==> src/sv/iqo_pkg.sv <==
package iqo_pkg;

	localparam int ELEMENT_BITS = 3;
	localparam int ORDER = 1 << ELEMENT_BITS;
	localparam int TABLE_W = ELEMENT_BITS * ORDER;
	localparam int MODE_W = 2;
	localparam int OP_W = 2;
	localparam int CFG_IDX_W = 2;

	typedef logic [ELEMENT_BITS-1:0] elem_t;
	typedef logic [TABLE_W-1:0] table_t;
	typedef logic [MODE_W-1:0] mode_t;
	typedef logic [OP_W-1:0] op_t;
	typedef logic [CFG_IDX_W-1:0] cfg_idx_t;

	localparam op_t OP_PRODUCT = 2'd0;
	localparam op_t OP_LDIV = 2'd1;
	localparam op_t OP_RDIV = 2'd2;

	localparam mode_t MODE_XOR = 2'd0;
	localparam mode_t MODE_ADD = 2'd1;
	localparam mode_t MODE_SUB = 2'd2;

	localparam cfg_idx_t REG_PERM_OUT = 2'd0;
	localparam cfg_idx_t REG_PERM_LEFT = 2'd1;
	localparam cfg_idx_t REG_PERM_RIGHT = 2'd2;
	localparam cfg_idx_t REG_GROUP_MODE = 2'd3;

	// Stage 1 result: two looked-up (or inverted) operands
	typedef struct packed {
		op_t   op;
		elem_t p;
		elem_t q;
	} s1_t;

	// Stage 2 result: the group element to resolve
	typedef struct packed {
		op_t   op;
		elem_t g;
	} s2_t;

	function automatic table_t identity_table();
		table_t t;
		t = '0;
		for (int i = 0; i < ORDER; i++) begin
			t[i*ELEMENT_BITS +: ELEMENT_BITS] = elem_t'(i);
		end
		return t;
	endfunction

	localparam table_t IDENTITY = identity_table();

	function automatic elem_t tbl_lookup(table_t t, elem_t idx);
		return t[idx*ELEMENT_BITS +: ELEMENT_BITS];
	endfunction

	// Lowest matching index wins; zero when nothing matches
	function automatic elem_t tbl_inverse(table_t t, elem_t v);
		elem_t res;
		res = '0;
		for (int i = ORDER - 1; i >= 0; i--) begin
			if (t[i*ELEMENT_BITS +: ELEMENT_BITS] == v) begin
				res = elem_t'(i);
			end
		end
		return res;
	endfunction

endpackage

==> src/sv/iqo_ifs.sv <==
interface iqo_in_if;
	logic               valid;
	logic               ready;
	iqo_pkg::op_t       opcode;
	iqo_pkg::elem_t     first_operand;
	iqo_pkg::elem_t     second_operand;

	modport source (output valid, output opcode, output first_operand,
		output second_operand, input ready);
	modport sink (input valid, input opcode, input first_operand,
		input second_operand, output ready);
endinterface

interface iqo_out_if;
	logic               valid;
	logic               ready;
	iqo_pkg::elem_t     answer;

	modport source (output valid, output answer, input ready);
	modport sink (input valid, input answer, output ready);
endinterface

==> src/sv/iqo_front.sv <==
module iqo_front (
	input  logic              clk,
	input  logic              arst_n,
	input  logic              en,
	input  logic              valid_in,
	input  iqo_pkg::op_t      op,
	input  iqo_pkg::elem_t    a,
	input  iqo_pkg::elem_t    b,
	input  iqo_pkg::table_t   perm_out,
	input  iqo_pkg::table_t   perm_left,
	input  iqo_pkg::table_t   perm_right,
	output logic              valid_s1,
	output iqo_pkg::s1_t      data_s1
);

	iqo_pkg::s1_t nxt;

	// Right division inverts the outer table on a, left division on b
	always_comb begin
		nxt.op = op;
		nxt.p = (op == iqo_pkg::OP_RDIV) ? iqo_pkg::tbl_inverse(perm_out, a)
			: iqo_pkg::tbl_lookup(perm_left, a);
		nxt.q = (op == iqo_pkg::OP_LDIV) ? iqo_pkg::tbl_inverse(perm_out, b)
			: iqo_pkg::tbl_lookup(perm_right, b);
	end

	always_ff @(posedge clk or negedge arst_n) begin
		if (!arst_n) begin
			valid_s1 <= 1'b0;
		end else if (en) begin
			valid_s1 <= valid_in;
		end
	end

	always_ff @(posedge clk) begin
		if (en) begin
			data_s1 <= nxt;
		end
	end

endmodule

==> src/sv/iqo_mix.sv <==
module iqo_mix (
	input  logic              clk,
	input  logic              arst_n,
	input  logic              en,
	input  logic              valid_s1,
	input  iqo_pkg::s1_t      data_s1,
	input  iqo_pkg::mode_t    group_mode,
	output logic              valid_s2,
	output iqo_pkg::s2_t      data_s2
);

	iqo_pkg::s2_t nxt;

	always_comb begin
		nxt.op = data_s1.op;
		case (data_s1.op)
			iqo_pkg::OP_LDIV: begin
				// p = left image of x, q = outer preimage of z
				case (group_mode)
					iqo_pkg::MODE_ADD: nxt.g = data_s1.q - data_s1.p;
					iqo_pkg::MODE_SUB: nxt.g = data_s1.p - data_s1.q;
					default:           nxt.g = data_s1.p ^ data_s1.q;
				endcase
			end
			iqo_pkg::OP_RDIV: begin
				// p = outer preimage of z, q = right image of y
				case (group_mode)
					iqo_pkg::MODE_ADD: nxt.g = data_s1.p - data_s1.q;
					iqo_pkg::MODE_SUB: nxt.g = data_s1.p + data_s1.q;
					default:           nxt.g = data_s1.p ^ data_s1.q;
				endcase
			end
			default: begin
				case (group_mode)
					iqo_pkg::MODE_ADD: nxt.g = data_s1.p + data_s1.q;
					iqo_pkg::MODE_SUB: nxt.g = data_s1.p - data_s1.q;
					default:           nxt.g = data_s1.p ^ data_s1.q;
				endcase
			end
		endcase
	end

	always_ff @(posedge clk or negedge arst_n) begin
		if (!arst_n) begin
			valid_s2 <= 1'b0;
		end else if (en) begin
			valid_s2 <= valid_s1;
		end
	end

	always_ff @(posedge clk) begin
		if (en) begin
			data_s2 <= nxt;
		end
	end

endmodule

==> src/sv/iqo_back.sv <==
module iqo_back (
	input  logic              clk,
	input  logic              arst_n,
	input  logic              en,
	input  logic              valid_s2,
	input  iqo_pkg::s2_t      data_s2,
	input  iqo_pkg::table_t   perm_out,
	input  iqo_pkg::table_t   perm_left,
	input  iqo_pkg::table_t   perm_right,
	output logic              valid_s3,
	output iqo_pkg::elem_t    answer_s3
);

	iqo_pkg::elem_t nxt;

	always_comb begin
		case (data_s2.op)
			iqo_pkg::OP_LDIV: nxt = iqo_pkg::tbl_inverse(perm_right, data_s2.g);
			iqo_pkg::OP_RDIV: nxt = iqo_pkg::tbl_inverse(perm_left, data_s2.g);
			default:          nxt = iqo_pkg::tbl_lookup(perm_out, data_s2.g);
		endcase
	end

	always_ff @(posedge clk or negedge arst_n) begin
		if (!arst_n) begin
			valid_s3 <= 1'b0;
		end else if (en) begin
			valid_s3 <= valid_s2;
		end
	end

	always_ff @(posedge clk) begin
		if (en) begin
			answer_s3 <= nxt;
		end
	end

endmodule

==> src/sv/isotope_quasigroup_op_top.sv <==
// Order-8 quasigroup operator, an isotope of XOR, addition or subtraction
// mod 8 under three configured tables: z = perm_out[perm_left[x] op
// perm_right[y]]. Each item on in_ch asks for a product (opcode 0), a left
// division finding y from x and z (opcode 1) or a right division finding x
// from z and y (opcode 2); opcode 3 acts as a product and group mode 3 as
// XOR. Inverse lookups take the lowest matching table index, or 0 when no
// entry matches, so tables that are not permutations still give defined
// answers. The block takes one item per cycle, while in_ch.ready is high,
// and returns its answer on out_ch through three register stages (table
// lookup or inversion, group operation, final lookup or inversion), the
// last of which is the output register. Stages hold on back-pressure and
// bubbles are squeezed out, so in_ch.ready drops only when all three
// stages are full and out_ch is stalled. Write the configuration registers
// (cfg_index 0 perm_out, 1 perm_left, 2 perm_right, 3 group_mode) only
// while no item is in flight; reset loads identity tables and XOR.
module isotope_quasigroup_op_top (
	input  logic                 clk,
	input  logic                 arst_n,
	iqo_in_if.sink               in_ch,
	iqo_out_if.source            out_ch,
	input  logic                 cfg_we,
	input  iqo_pkg::cfg_idx_t    cfg_index,
	input  iqo_pkg::table_t      cfg_wdata
);

	iqo_pkg::table_t perm_out_q;
	iqo_pkg::table_t perm_left_q;
	iqo_pkg::table_t perm_right_q;
	iqo_pkg::mode_t  group_mode_q;

	logic           valid_s1;
	logic           valid_s2;
	logic           valid_s3;
	iqo_pkg::s1_t   data_s1;
	iqo_pkg::s2_t   data_s2;
	iqo_pkg::elem_t answer_s3;

	logic en_s1;
	logic en_s2;
	logic en_s3;

	// Configuration registers
	always_ff @(posedge clk or negedge arst_n) begin
		if (!arst_n) begin
			perm_out_q   <= iqo_pkg::IDENTITY;
			perm_left_q  <= iqo_pkg::IDENTITY;
			perm_right_q <= iqo_pkg::IDENTITY;
			group_mode_q <= iqo_pkg::MODE_XOR;
		end else if (cfg_we) begin
			unique case (cfg_index)
				iqo_pkg::REG_PERM_OUT:   perm_out_q   <= cfg_wdata;
				iqo_pkg::REG_PERM_LEFT:  perm_left_q  <= cfg_wdata;
				iqo_pkg::REG_PERM_RIGHT: perm_right_q <= cfg_wdata;
				iqo_pkg::REG_GROUP_MODE: group_mode_q <= cfg_wdata[iqo_pkg::MODE_W-1:0];
				default: ;
			endcase
		end
	end

	// Advance a stage when it is empty or the stage after it moves
	assign en_s3 = !valid_s3 || out_ch.ready;
	assign en_s2 = !valid_s2 || en_s3;
	assign en_s1 = !valid_s1 || en_s2;

	assign in_ch.ready = en_s1;

	iqo_front u_front (
		.clk        (clk),
		.arst_n     (arst_n),
		.en         (en_s1),
		.valid_in   (in_ch.valid),
		.op         (in_ch.opcode),
		.a          (in_ch.first_operand),
		.b          (in_ch.second_operand),
		.perm_out   (perm_out_q),
		.perm_left  (perm_left_q),
		.perm_right (perm_right_q),
		.valid_s1   (valid_s1),
		.data_s1    (data_s1)
	);

	iqo_mix u_mix (
		.clk        (clk),
		.arst_n     (arst_n),
		.en         (en_s2),
		.valid_s1   (valid_s1),
		.data_s1    (data_s1),
		.group_mode (group_mode_q),
		.valid_s2   (valid_s2),
		.data_s2    (data_s2)
	);

	iqo_back u_back (
		.clk        (clk),
		.arst_n     (arst_n),
		.en         (en_s3),
		.valid_s2   (valid_s2),
		.data_s2    (data_s2),
		.perm_out   (perm_out_q),
		.perm_left  (perm_left_q),
		.perm_right (perm_right_q),
		.valid_s3   (valid_s3),
		.answer_s3  (answer_s3)
	);

	assign out_ch.valid  = valid_s3;
	assign out_ch.answer = answer_s3;

	// An accepted item lands in stage 1
	a_accept_fills_s1: assert property (@(posedge clk) disable iff (!arst_n)
		in_ch.valid && in_ch.ready |=> valid_s1)
		else $error("accepted item missing from stage 1");

	// A full pipe with a stalled output refuses new items
	a_full_blocks_input: assert property (@(posedge clk) disable iff (!arst_n)
		valid_s1 && valid_s2 && valid_s3 && !out_ch.ready |-> !in_ch.ready)
		else $error("input accepted while pipeline full and stalled");

	// A stage 2 item blocked by stage 3 holds its contents
	a_s2_holds: assert property (@(posedge clk) disable iff (!arst_n)
		valid_s2 && !en_s3 |=> valid_s2 && $stable(data_s2))
		else $error("stage 2 item lost or changed during stall");

	// A stage 1 item blocked by stage 2 holds its contents
	a_s1_holds: assert property (@(posedge clk) disable iff (!arst_n)
		valid_s1 && !en_s2 |=> valid_s1 && $stable(data_s1))
		else $error("stage 1 item lost or changed during stall");

endmodule

==> src/flat_wrapper.sv <==
// flat-port wrapper written by rule: the top's interface ports become plain ports
module isotope_quasigroup_op_top_flat 
  (clk, arst_n, cfg_we, cfg_index, cfg_wdata, in_ch_valid, in_ch_opcode, in_ch_first_operand, in_ch_second_operand, in_ch_ready, out_ch_valid, out_ch_answer, out_ch_ready);
  iqo_in_if in_ch_i ();
  iqo_out_if out_ch_i ();
  input  logic clk;
  input  logic arst_n;
  input  logic cfg_we;
  input  iqo_pkg::cfg_idx_t cfg_index;
  input  iqo_pkg::table_t cfg_wdata;
  input wire logic [$bits(in_ch_i.valid)-1:0] in_ch_valid;
  input wire logic [$bits(in_ch_i.opcode)-1:0] in_ch_opcode;
  input wire logic [$bits(in_ch_i.first_operand)-1:0] in_ch_first_operand;
  input wire logic [$bits(in_ch_i.second_operand)-1:0] in_ch_second_operand;
  output wire logic [$bits(in_ch_i.ready)-1:0] in_ch_ready;
  output wire logic [$bits(out_ch_i.valid)-1:0] out_ch_valid;
  output wire logic [$bits(out_ch_i.answer)-1:0] out_ch_answer;
  input wire logic [$bits(out_ch_i.ready)-1:0] out_ch_ready;
  assign in_ch_i.valid = in_ch_valid;
  assign in_ch_i.opcode = in_ch_opcode;
  assign in_ch_i.first_operand = in_ch_first_operand;
  assign in_ch_i.second_operand = in_ch_second_operand;
  assign in_ch_ready = in_ch_i.ready;
  assign out_ch_valid = out_ch_i.valid;
  assign out_ch_answer = out_ch_i.answer;
  assign out_ch_i.ready = out_ch_ready;
  isotope_quasigroup_op_top u_core (.clk(clk), .arst_n(arst_n), .in_ch(in_ch_i), .out_ch(out_ch_i), .cfg_we(cfg_we), .cfg_index(cfg_index), .cfg_wdata(cfg_wdata));
endmodule
==> config.mk <==
export PLATFORM = sky130hd
export DESIGN_NAME = isotope_quasigroup_op_top_flat
export DESIGN_NICKNAME = d
export VERILOG_FILES = /design/src/sv/iqo_pkg.sv /design/src/sv/iqo_ifs.sv /design/src/sv/iqo_front.sv /design/src/sv/iqo_mix.sv /design/src/sv/iqo_back.sv /design/src/sv/isotope_quasigroup_op_top.sv /design/src/flat_wrapper.sv
export SDC_FILE = /design/constraint.sdc
export NUM_CORES = 1
export LEC_CHECK = 0
export BUFFER_PORTS_ARGS = -buffer_cell sky130_fd_sc_hd__buf_2
export CAP_MARGIN = 20
export CORE_MARGIN = 2
export CORE_UTILIZATION = 48
export DETAILED_ROUTE_END_ITERATION = 7
export HOLD_SLACK_MARGIN = 0.03
export PLACE_DENSITY = 0.63
export SETUP_SLACK_MARGIN = 0.3
export SYNTH_ARGS = -nofsm -noshare
export SYNTH_HDL_FRONTEND = slang
export SYNTH_HIERARCHICAL = 1
export SYNTH_SLANG_ARGS = --single-unit
==> constraint.sdc <==
create_clock -name clk -period 3.1 [get_ports clk]
set_clock_uncertainty 0.05 [all_clocks]
set_input_delay 0.31 -clock clk [delete_from_list [all_inputs] [get_ports clk]]
set_output_delay 0.31 -clock clk [all_outputs]
set_load 0.01 [all_outputs]
==> results of run 1 <==
-- cells by family (layout without fill, tap and decap cells) --
| group | count (synthesis) | count (layout) |
|---|---|---|
| mux | 106 | 106 |
| fa+ha+maj | 13 | 13 |
| buf+inv | 39 | 81 |
| flops | 93 | 93 |
| xor+xnor | 99 | 99 |
| simple gates | 77 | 77 |
| compound gates | 47 | 47 |
-- layout make-up --
cell class	instances	share of cell area (%)
sequential	93	37.7
multi-input combinational	342	49.8
timing repair buffer	50	4.15
tap	168	3.23
inverter	15	0.866
clock inverter	1	0.0769
clock buffer	15	4.19
-- worst max-delay path, cell delays in order (launching register included) --
cell	delay (ns)
edfxtp_1	0.75
buf_4	0.35
xor2_1	0.09
o31ai_1	0.27
and2b_2	0.26
and3_1	0.14
a311oi_1	0.24
a21oi_1	0.06
-- state kept, by name, summed over array words and instances, names as in the netlist --
register,cells
u_core/u_front/valid_s1,1
u_core/u_back/answer_s3,3
u_core/u_front/data_s1,8
u_core/u_back/valid_s3,1
u_core/group_mode_q,2
u_core/u_mix/data_s2,5
u_core/perm_out_q,24
u_core/perm_left_q,24
u_core/perm_right_q,24
u_core/u_mix/valid_s2,1
-- path summary, 6_finish.rpt --
kind	end	slack (ns)	cells past startpoint	startpoint
min in group asynchronous	u_core/perm_right_q[11]	0.37	2	arst_n
worst max-delay path	u_core/u_back/answer_s3[2]	0.63	7	u_core/u_mix/data_s2[0]
worst min-delay path	u_core/u_front/data_s1[7]	0.12	1	in_ch_opcode[1]
worst min register to register	u_core/u_mix/data_s2[3]	0.45	0	u_core/u_front/data_s1[6]
worst max register to register	u_core/u_back/answer_s3[2]	0.63	7	u_core/u_mix/data_s2[0]
max in group asynchronous	u_core/perm_out_q[19]	1.78	3	arst_n
-- power groups by stage --
stage / Clock, mW / Sequential, mW / Combinational [mW]
global route: 1.12 / 2.05 / 2.12
global placement: 0 / 2.02 / 1.89
floorplan: 0 / 1.82 / 1.69
detailed placement: 0 / 2.03 / 1.91
CTS: 1.07 / 2.01 / 1.93
finish: 1.04 / 2.01 / 1.94
-- through the flow --
stage | setup slack, ns | util [%] | instances | cell area, um^2 | hold WS [ns]
finish | 0.629 | 53.5 | 684 | 6500 | 0.122
global route | 0.427 | 53.5 | 684 | 6500 | 0.126
CTS | 0.636 | 53.5 | 684 | 6500 | 0.108
detailed placement | 0.646 | 51.1 | 667 | 6220 | 0.214
global placement | 0.706 | 51.1 | 667 | 6220 | 0.207
floorplan | 1.09 | - | 474 | 6040 | -0.0356
-- layer usage --
metal | global-route usage [%] | routed length, um | vias up
li1 | - | - | 1764
met1 | 32.5 | 6340 | 1927
met2 | 35.9 | 6510 | 105
met3 | 4.67 | 1020 | 18
met4 | 6.75 | 247 | 0
met5 | 0 | 0 | -
-- what timing repair did --
item                      CTS  global route
setup buffers               0             0
hold endpoints to repair    8             0
hold buffers                1             0
-- layout by cell type, fill, tap and decap left out, drive strengths merged, types with 8 or more instances in the layout --
| cell type | count |
|---|---|
| mux2i | 11 |
| inv | 15 |
| o21ai | 8 |
| xor2 | 52 |
| nand3 | 17 |
| dfrtp | 41 |
| dfstp | 36 |
| nor3 | 16 |
| xnor2 | 47 |
| mux4 | 18 |
| buf | 49 |
| mux2 | 77 |
| nand2 | 11 |
| a21oi | 15 |
| ha | 10 |
| edfxtp | 16 |
| clkbuf | 15 |
==> metrics, run 1 <==
Final Hold Vio Count 0; Gate power share 38.9%; total number of vias 3814; CTS tree built; Post-Synth Simple-Gate Area 7.89%; critical path type flop to flop; row cnt 40; fillers 1049; Mapped Cells 474; Final Total Pwr 4.98 mW; antenna violations before repair 0; fmax 0.405 GHz; share of cells above drive strength 1 39.5%; Pwr Density 765 nW/um^2; setup total negative slack 0 ns; Area contributors post-synth dfrtp_1 (17%), dfstp_2 (16%), mux2_2 (14%), edfxtp_1 (8.0%), xor2_1 (7.4%); Post-DP HPWL 10900 um; Sw Share 35.6%; Pre-antenna DRT Iters 4; Max rail drop VDD 389 uV; fin crit period 2.47 ns; clock slew seen by the registers of the worst setup and hold paths 0.06 ns; initial DRC count 331; synthesis-to-finish area growth 7.73%; slew margin rel. 50.3%; clock buffer depth 2; vias in the first global route 3957; total CTS buffers 9; sequential cell area 2450 um^2; Seq pwr share 40.3%; CP Launch Type flop; largest family of logic cells by synthesized area multiplexers; CTS Root Cell clkbuf_16; total gr overflow 0; chip width 116 um; CTS sink count 93; DRC Markers 0; CP Max Fanout 12; GP Congestion 0.992; CP arrival 2.52 ns; Clk network pwr share 20.8%; area share of fa/ha/maj cells after synthesis 3.07%; internal power 3.21 mW; final period utilization 79.7%; Multi-input gate area 3240 um^2; pin slew with the least headroom to its limit 0.741 ns; final WL 14100 um; Post-synth top cells mux2_2 (76), xor2_1 (51), xnor2_1 (46); die area 13500 um^2; antenna-violating nets left 0; Post-CTS Resized 0; Slew Limit Fails 0; gr usage total 22.9%; Max-Cap Viols 0; Compound-Gate Fraction of Synth Area 5.10%; status finished, final reports clean; Initial Utilization 49.7%; Worst-Skew Late Latency 0.34 ns; Worst Hold Class primary input to flop; EDFF count, synth 16; post-synthesis sequential area ratio 40.6%; Nets 563; area share of the largest cell type after synthesis 17.0%; syn_nets 526; net switching power figure 1.77 mW; post-synth cell types 55; core area 12200 um^2; post-synthesis mux area share 23.0%; Syn Area/Cell 12.7 um^2; vias per cell 5.58; Pleak 2.64 nW; Crit. End Element flop; H-tree Lvls 3; DIE HEIGHT 116 um; xor and xnor area share after synthesis 14.6%; wire per inst 20.6 um; IO buf count 43; RSZ-0062 raised after global routing false; count leader, synth mux2_2; mapped cell area 6040 um^2; final setup violation count 0; Ports 44; cell taking the most area after synthesis dfrtp_1; flops & latches, synth 93; CP Data Required Time 3.14 ns; ys flop type dfrtp_1; Yosys warnings 6; Diodes inserted 0; global-route wire length before repair 22500 um; largest net degree at the start of global routing 39; Post-synth ARST share 82.8%
Power figures use the tool's default switching activity.
==> inputs of run 2 (changes only) <==
Clock period 3.1 ns to 2.5 ns, I/O delays scaled along.
==> run 2 against run 1 <==
  * Sequential share of layout area fell by 1.8 points
  * Largest cell class unchanged
  * Fmax increased by 14%
  * Critical endpoint unchanged
  * Critical path type unchanged
  * Largest power group is now combinational logic
  * Global-route usage down 1.2 points
==> metrics, run 2 (same netlist as run 1, synthesis figures left out) <==
sequential cell area 2450 um^2 (unchanged); core area 12200 um^2 (unchanged); Hold Path Depth 1 (unchanged); Initial Utilization 49.7% (unchanged); Pleak 2.77 nW (+4.9%); Crit. End Element flop; CTS Root Cell clkbuf_16; Nets 573 (+1.8%); CP arrival 2.20 ns (-0.32 ns); Critical-path top delay cell edfxtp_1; reg2reg end u_core/u_back/answer_s3[2]; PnR worst setup slack 0.337 ns (-0.291 ns); chip width 116 um (unchanged); share of cells above drive strength 1 44.1% (+4.6 points); Diodes inserted 0 (unchanged); critical path, cell by cell buf_6 > clkbuf_16 > xnor2_4 > nand3_2 > or4b_1 > and3_4 > a311oi_2 > a21oi_1; RSZ-0062 raised after global routing true; Non-Filler Instances 694 (+1.5%); Pwr Density 994 nW/um^2 (+30%); clock slew seen by the registers of the worst setup and hold paths 0.07 ns (about the same); Max-Cap Viols 0 (unchanged); pin slew with the least headroom to its limit 0.698 ns (-0.0431 ns); global-route wire length before repair 21500 um (-4.4%); Layout Utilization 56.1% (+2.7 points); final setup violation count 0 (unchanged); R2R Setup Slk 0.34 ns (-0.29 ns); antenna-violating nets left 0 (unchanged); H-tree Lvls 3 (unchanged); clock buffer depth 2 (unchanged); Slew Limit Fails 0 (unchanged); Post-DP HPWL 10500 um (-3.7%); placed inst area 6280 um^2 (+1.0%); hold slack 0.0617 ns (-0.0607 ns); end of the worst hold path u_core/u_front/data_s1[7]; status finished, final reports clean; HP Start in_ch_opcode[1]; total number of vias 3888 (+1.9%); Top Registers u_core/perm_left_q: 24 flops, u_core/perm_out_q: 24 flops, u_core/perm_right_q: 24 flops; commonest cells after routing, fill and taps aside mux2_2 (76), xor2_1 (48), xnor2_1 (44), buf_2 (43), dfrtp_1 (41); Placement Setup Slack 0.303 ns (-0.344 ns); synthesis-to-finish area growth 13.1%; initial DRC count 161 (-51%); Ports 44 (unchanged); fillers 1021 (-2.7%); largest delay contributor family on the critical path simple AND/OR/NAND/NOR gates; Pre-antenna DRT Iters 4 (unchanged); Multi-input gate area 3330 um^2 (+2.9%); CP Data Required Time 2.54 ns (-0.60 ns); wire per inst 20.1 um (-2.4%); CP Launch Type flop; antenna violations before repair 0 (unchanged); final period utilization 86.5% (+6.8 points); post-route cell area 6830 um^2 (+5.0%); vias in the first global route 3915 (-1.1%); placed insts 669 (+0.30%); Largest stage delay, worst path 0.46 ns (-0.29 ns); DRC Markers 0 (unchanged); total gr overflow 0 (unchanged); fin crit period 2.16 ns (-0.309 ns); CP Max Fanout 5 (-7); Final Total Pwr 6.79 mW (+36%); CP bufs+invs 2 (+1); FF-to-FF path depth 8 (+1); die area 13500 um^2 (unchanged); fmax 0.462 GHz (+14%); Final Hold Vio Count 0 (unchanged); GP Congestion 0.853 (-14%); total CTS buffers 9 (unchanged); vias per cell 5.60 (+0.47%); Worst Hold Class primary input to flop; CTS sink count 93 (unchanged); slew margin rel. 53.5% (+3.1 points); DIE HEIGHT 116 um (unchanged); Max rail drop VDD 488 uV (+25%); critical path type flop to flop; gr usage total 21.7% (-1.2 points); reg2reg start u_core/u_mix/data_s2[1]; IO buf count 43 (unchanged); setup total negative slack 0 ns (unchanged); CTS tree built; largest net degree at the start of global routing 49 (+26%); row cnt 40 (unchanged); most common cell after layout, fill and taps aside mux2_2; Worst-Skew Late Latency 0.35 ns (about the same); final WL 14000 um (-0.99%)
==> run 2: cell types whose count changed in the layout (fill, tap and decap cells not counted), sizes merged <==
cell and delta:
buf +7, bufinv +2, clkbuf -2, clkinv +2, clkinvlp +1
==> run 2: worst max-delay path by stage <==
stage                                       to               startpoint  slack (ns)  cells after the start
floorplan           u_core/u_back/answer_s3[2]  u_core/u_mix/data_s2[0]        0.49                      8
global placement    u_core/u_back/answer_s3[2]  u_core/u_mix/data_s2[1]        0.35                      7
detailed placement  u_core/u_back/answer_s3[2]  u_core/u_mix/data_s2[1]        0.30                      7
CTS                 u_core/u_back/answer_s3[2]  u_core/u_mix/data_s2[1]        0.30                      7
global route        u_core/u_back/answer_s3[2]  u_core/u_mix/data_s2[1]        0.27                      8
finish              u_core/u_back/answer_s3[2]  u_core/u_mix/data_s2[1]        0.34                      8
==> run 2: power breakdown <==
part / total [mW] / switching [mW] / internal, mW
Combinational: 2.92 / 1.39 / 1.53
Sequential: 2.40 / 0.408 / 1.99
Clock: 1.47 / 0.566 / 0.901
==> run 2: area by class of cell <==
type	count	share of cell area, %
Inverter	15	0.825
Multi-Input combinational cell	342	48.8
Clock inverter	6	1.26
Sequential cell	93	35.9
Tap cell	168	3.08
Timing Repair Buffer	60	6.62
Clock buffer	10	3.50
==> run 2: layer usage <==
metal  global-route usage (%)  share of wire, %
met1                     29.0                44
met2                     36.4                50
met3                     4.51               4.2
met4                     5.79               1.1
met5                        0                 0
==> run 2: timing repair <==
| item | 4_1_cts | 5_1_grt |
|---|---|---|
| setup buffers | 0 | 5 |
| setup endpoints to repair | 0 | 5 |
| hold buffers | 1 | 0 |
| gates resized for setup | 0 | 17 |
| hold endpoints to repair | 23 | 0 |
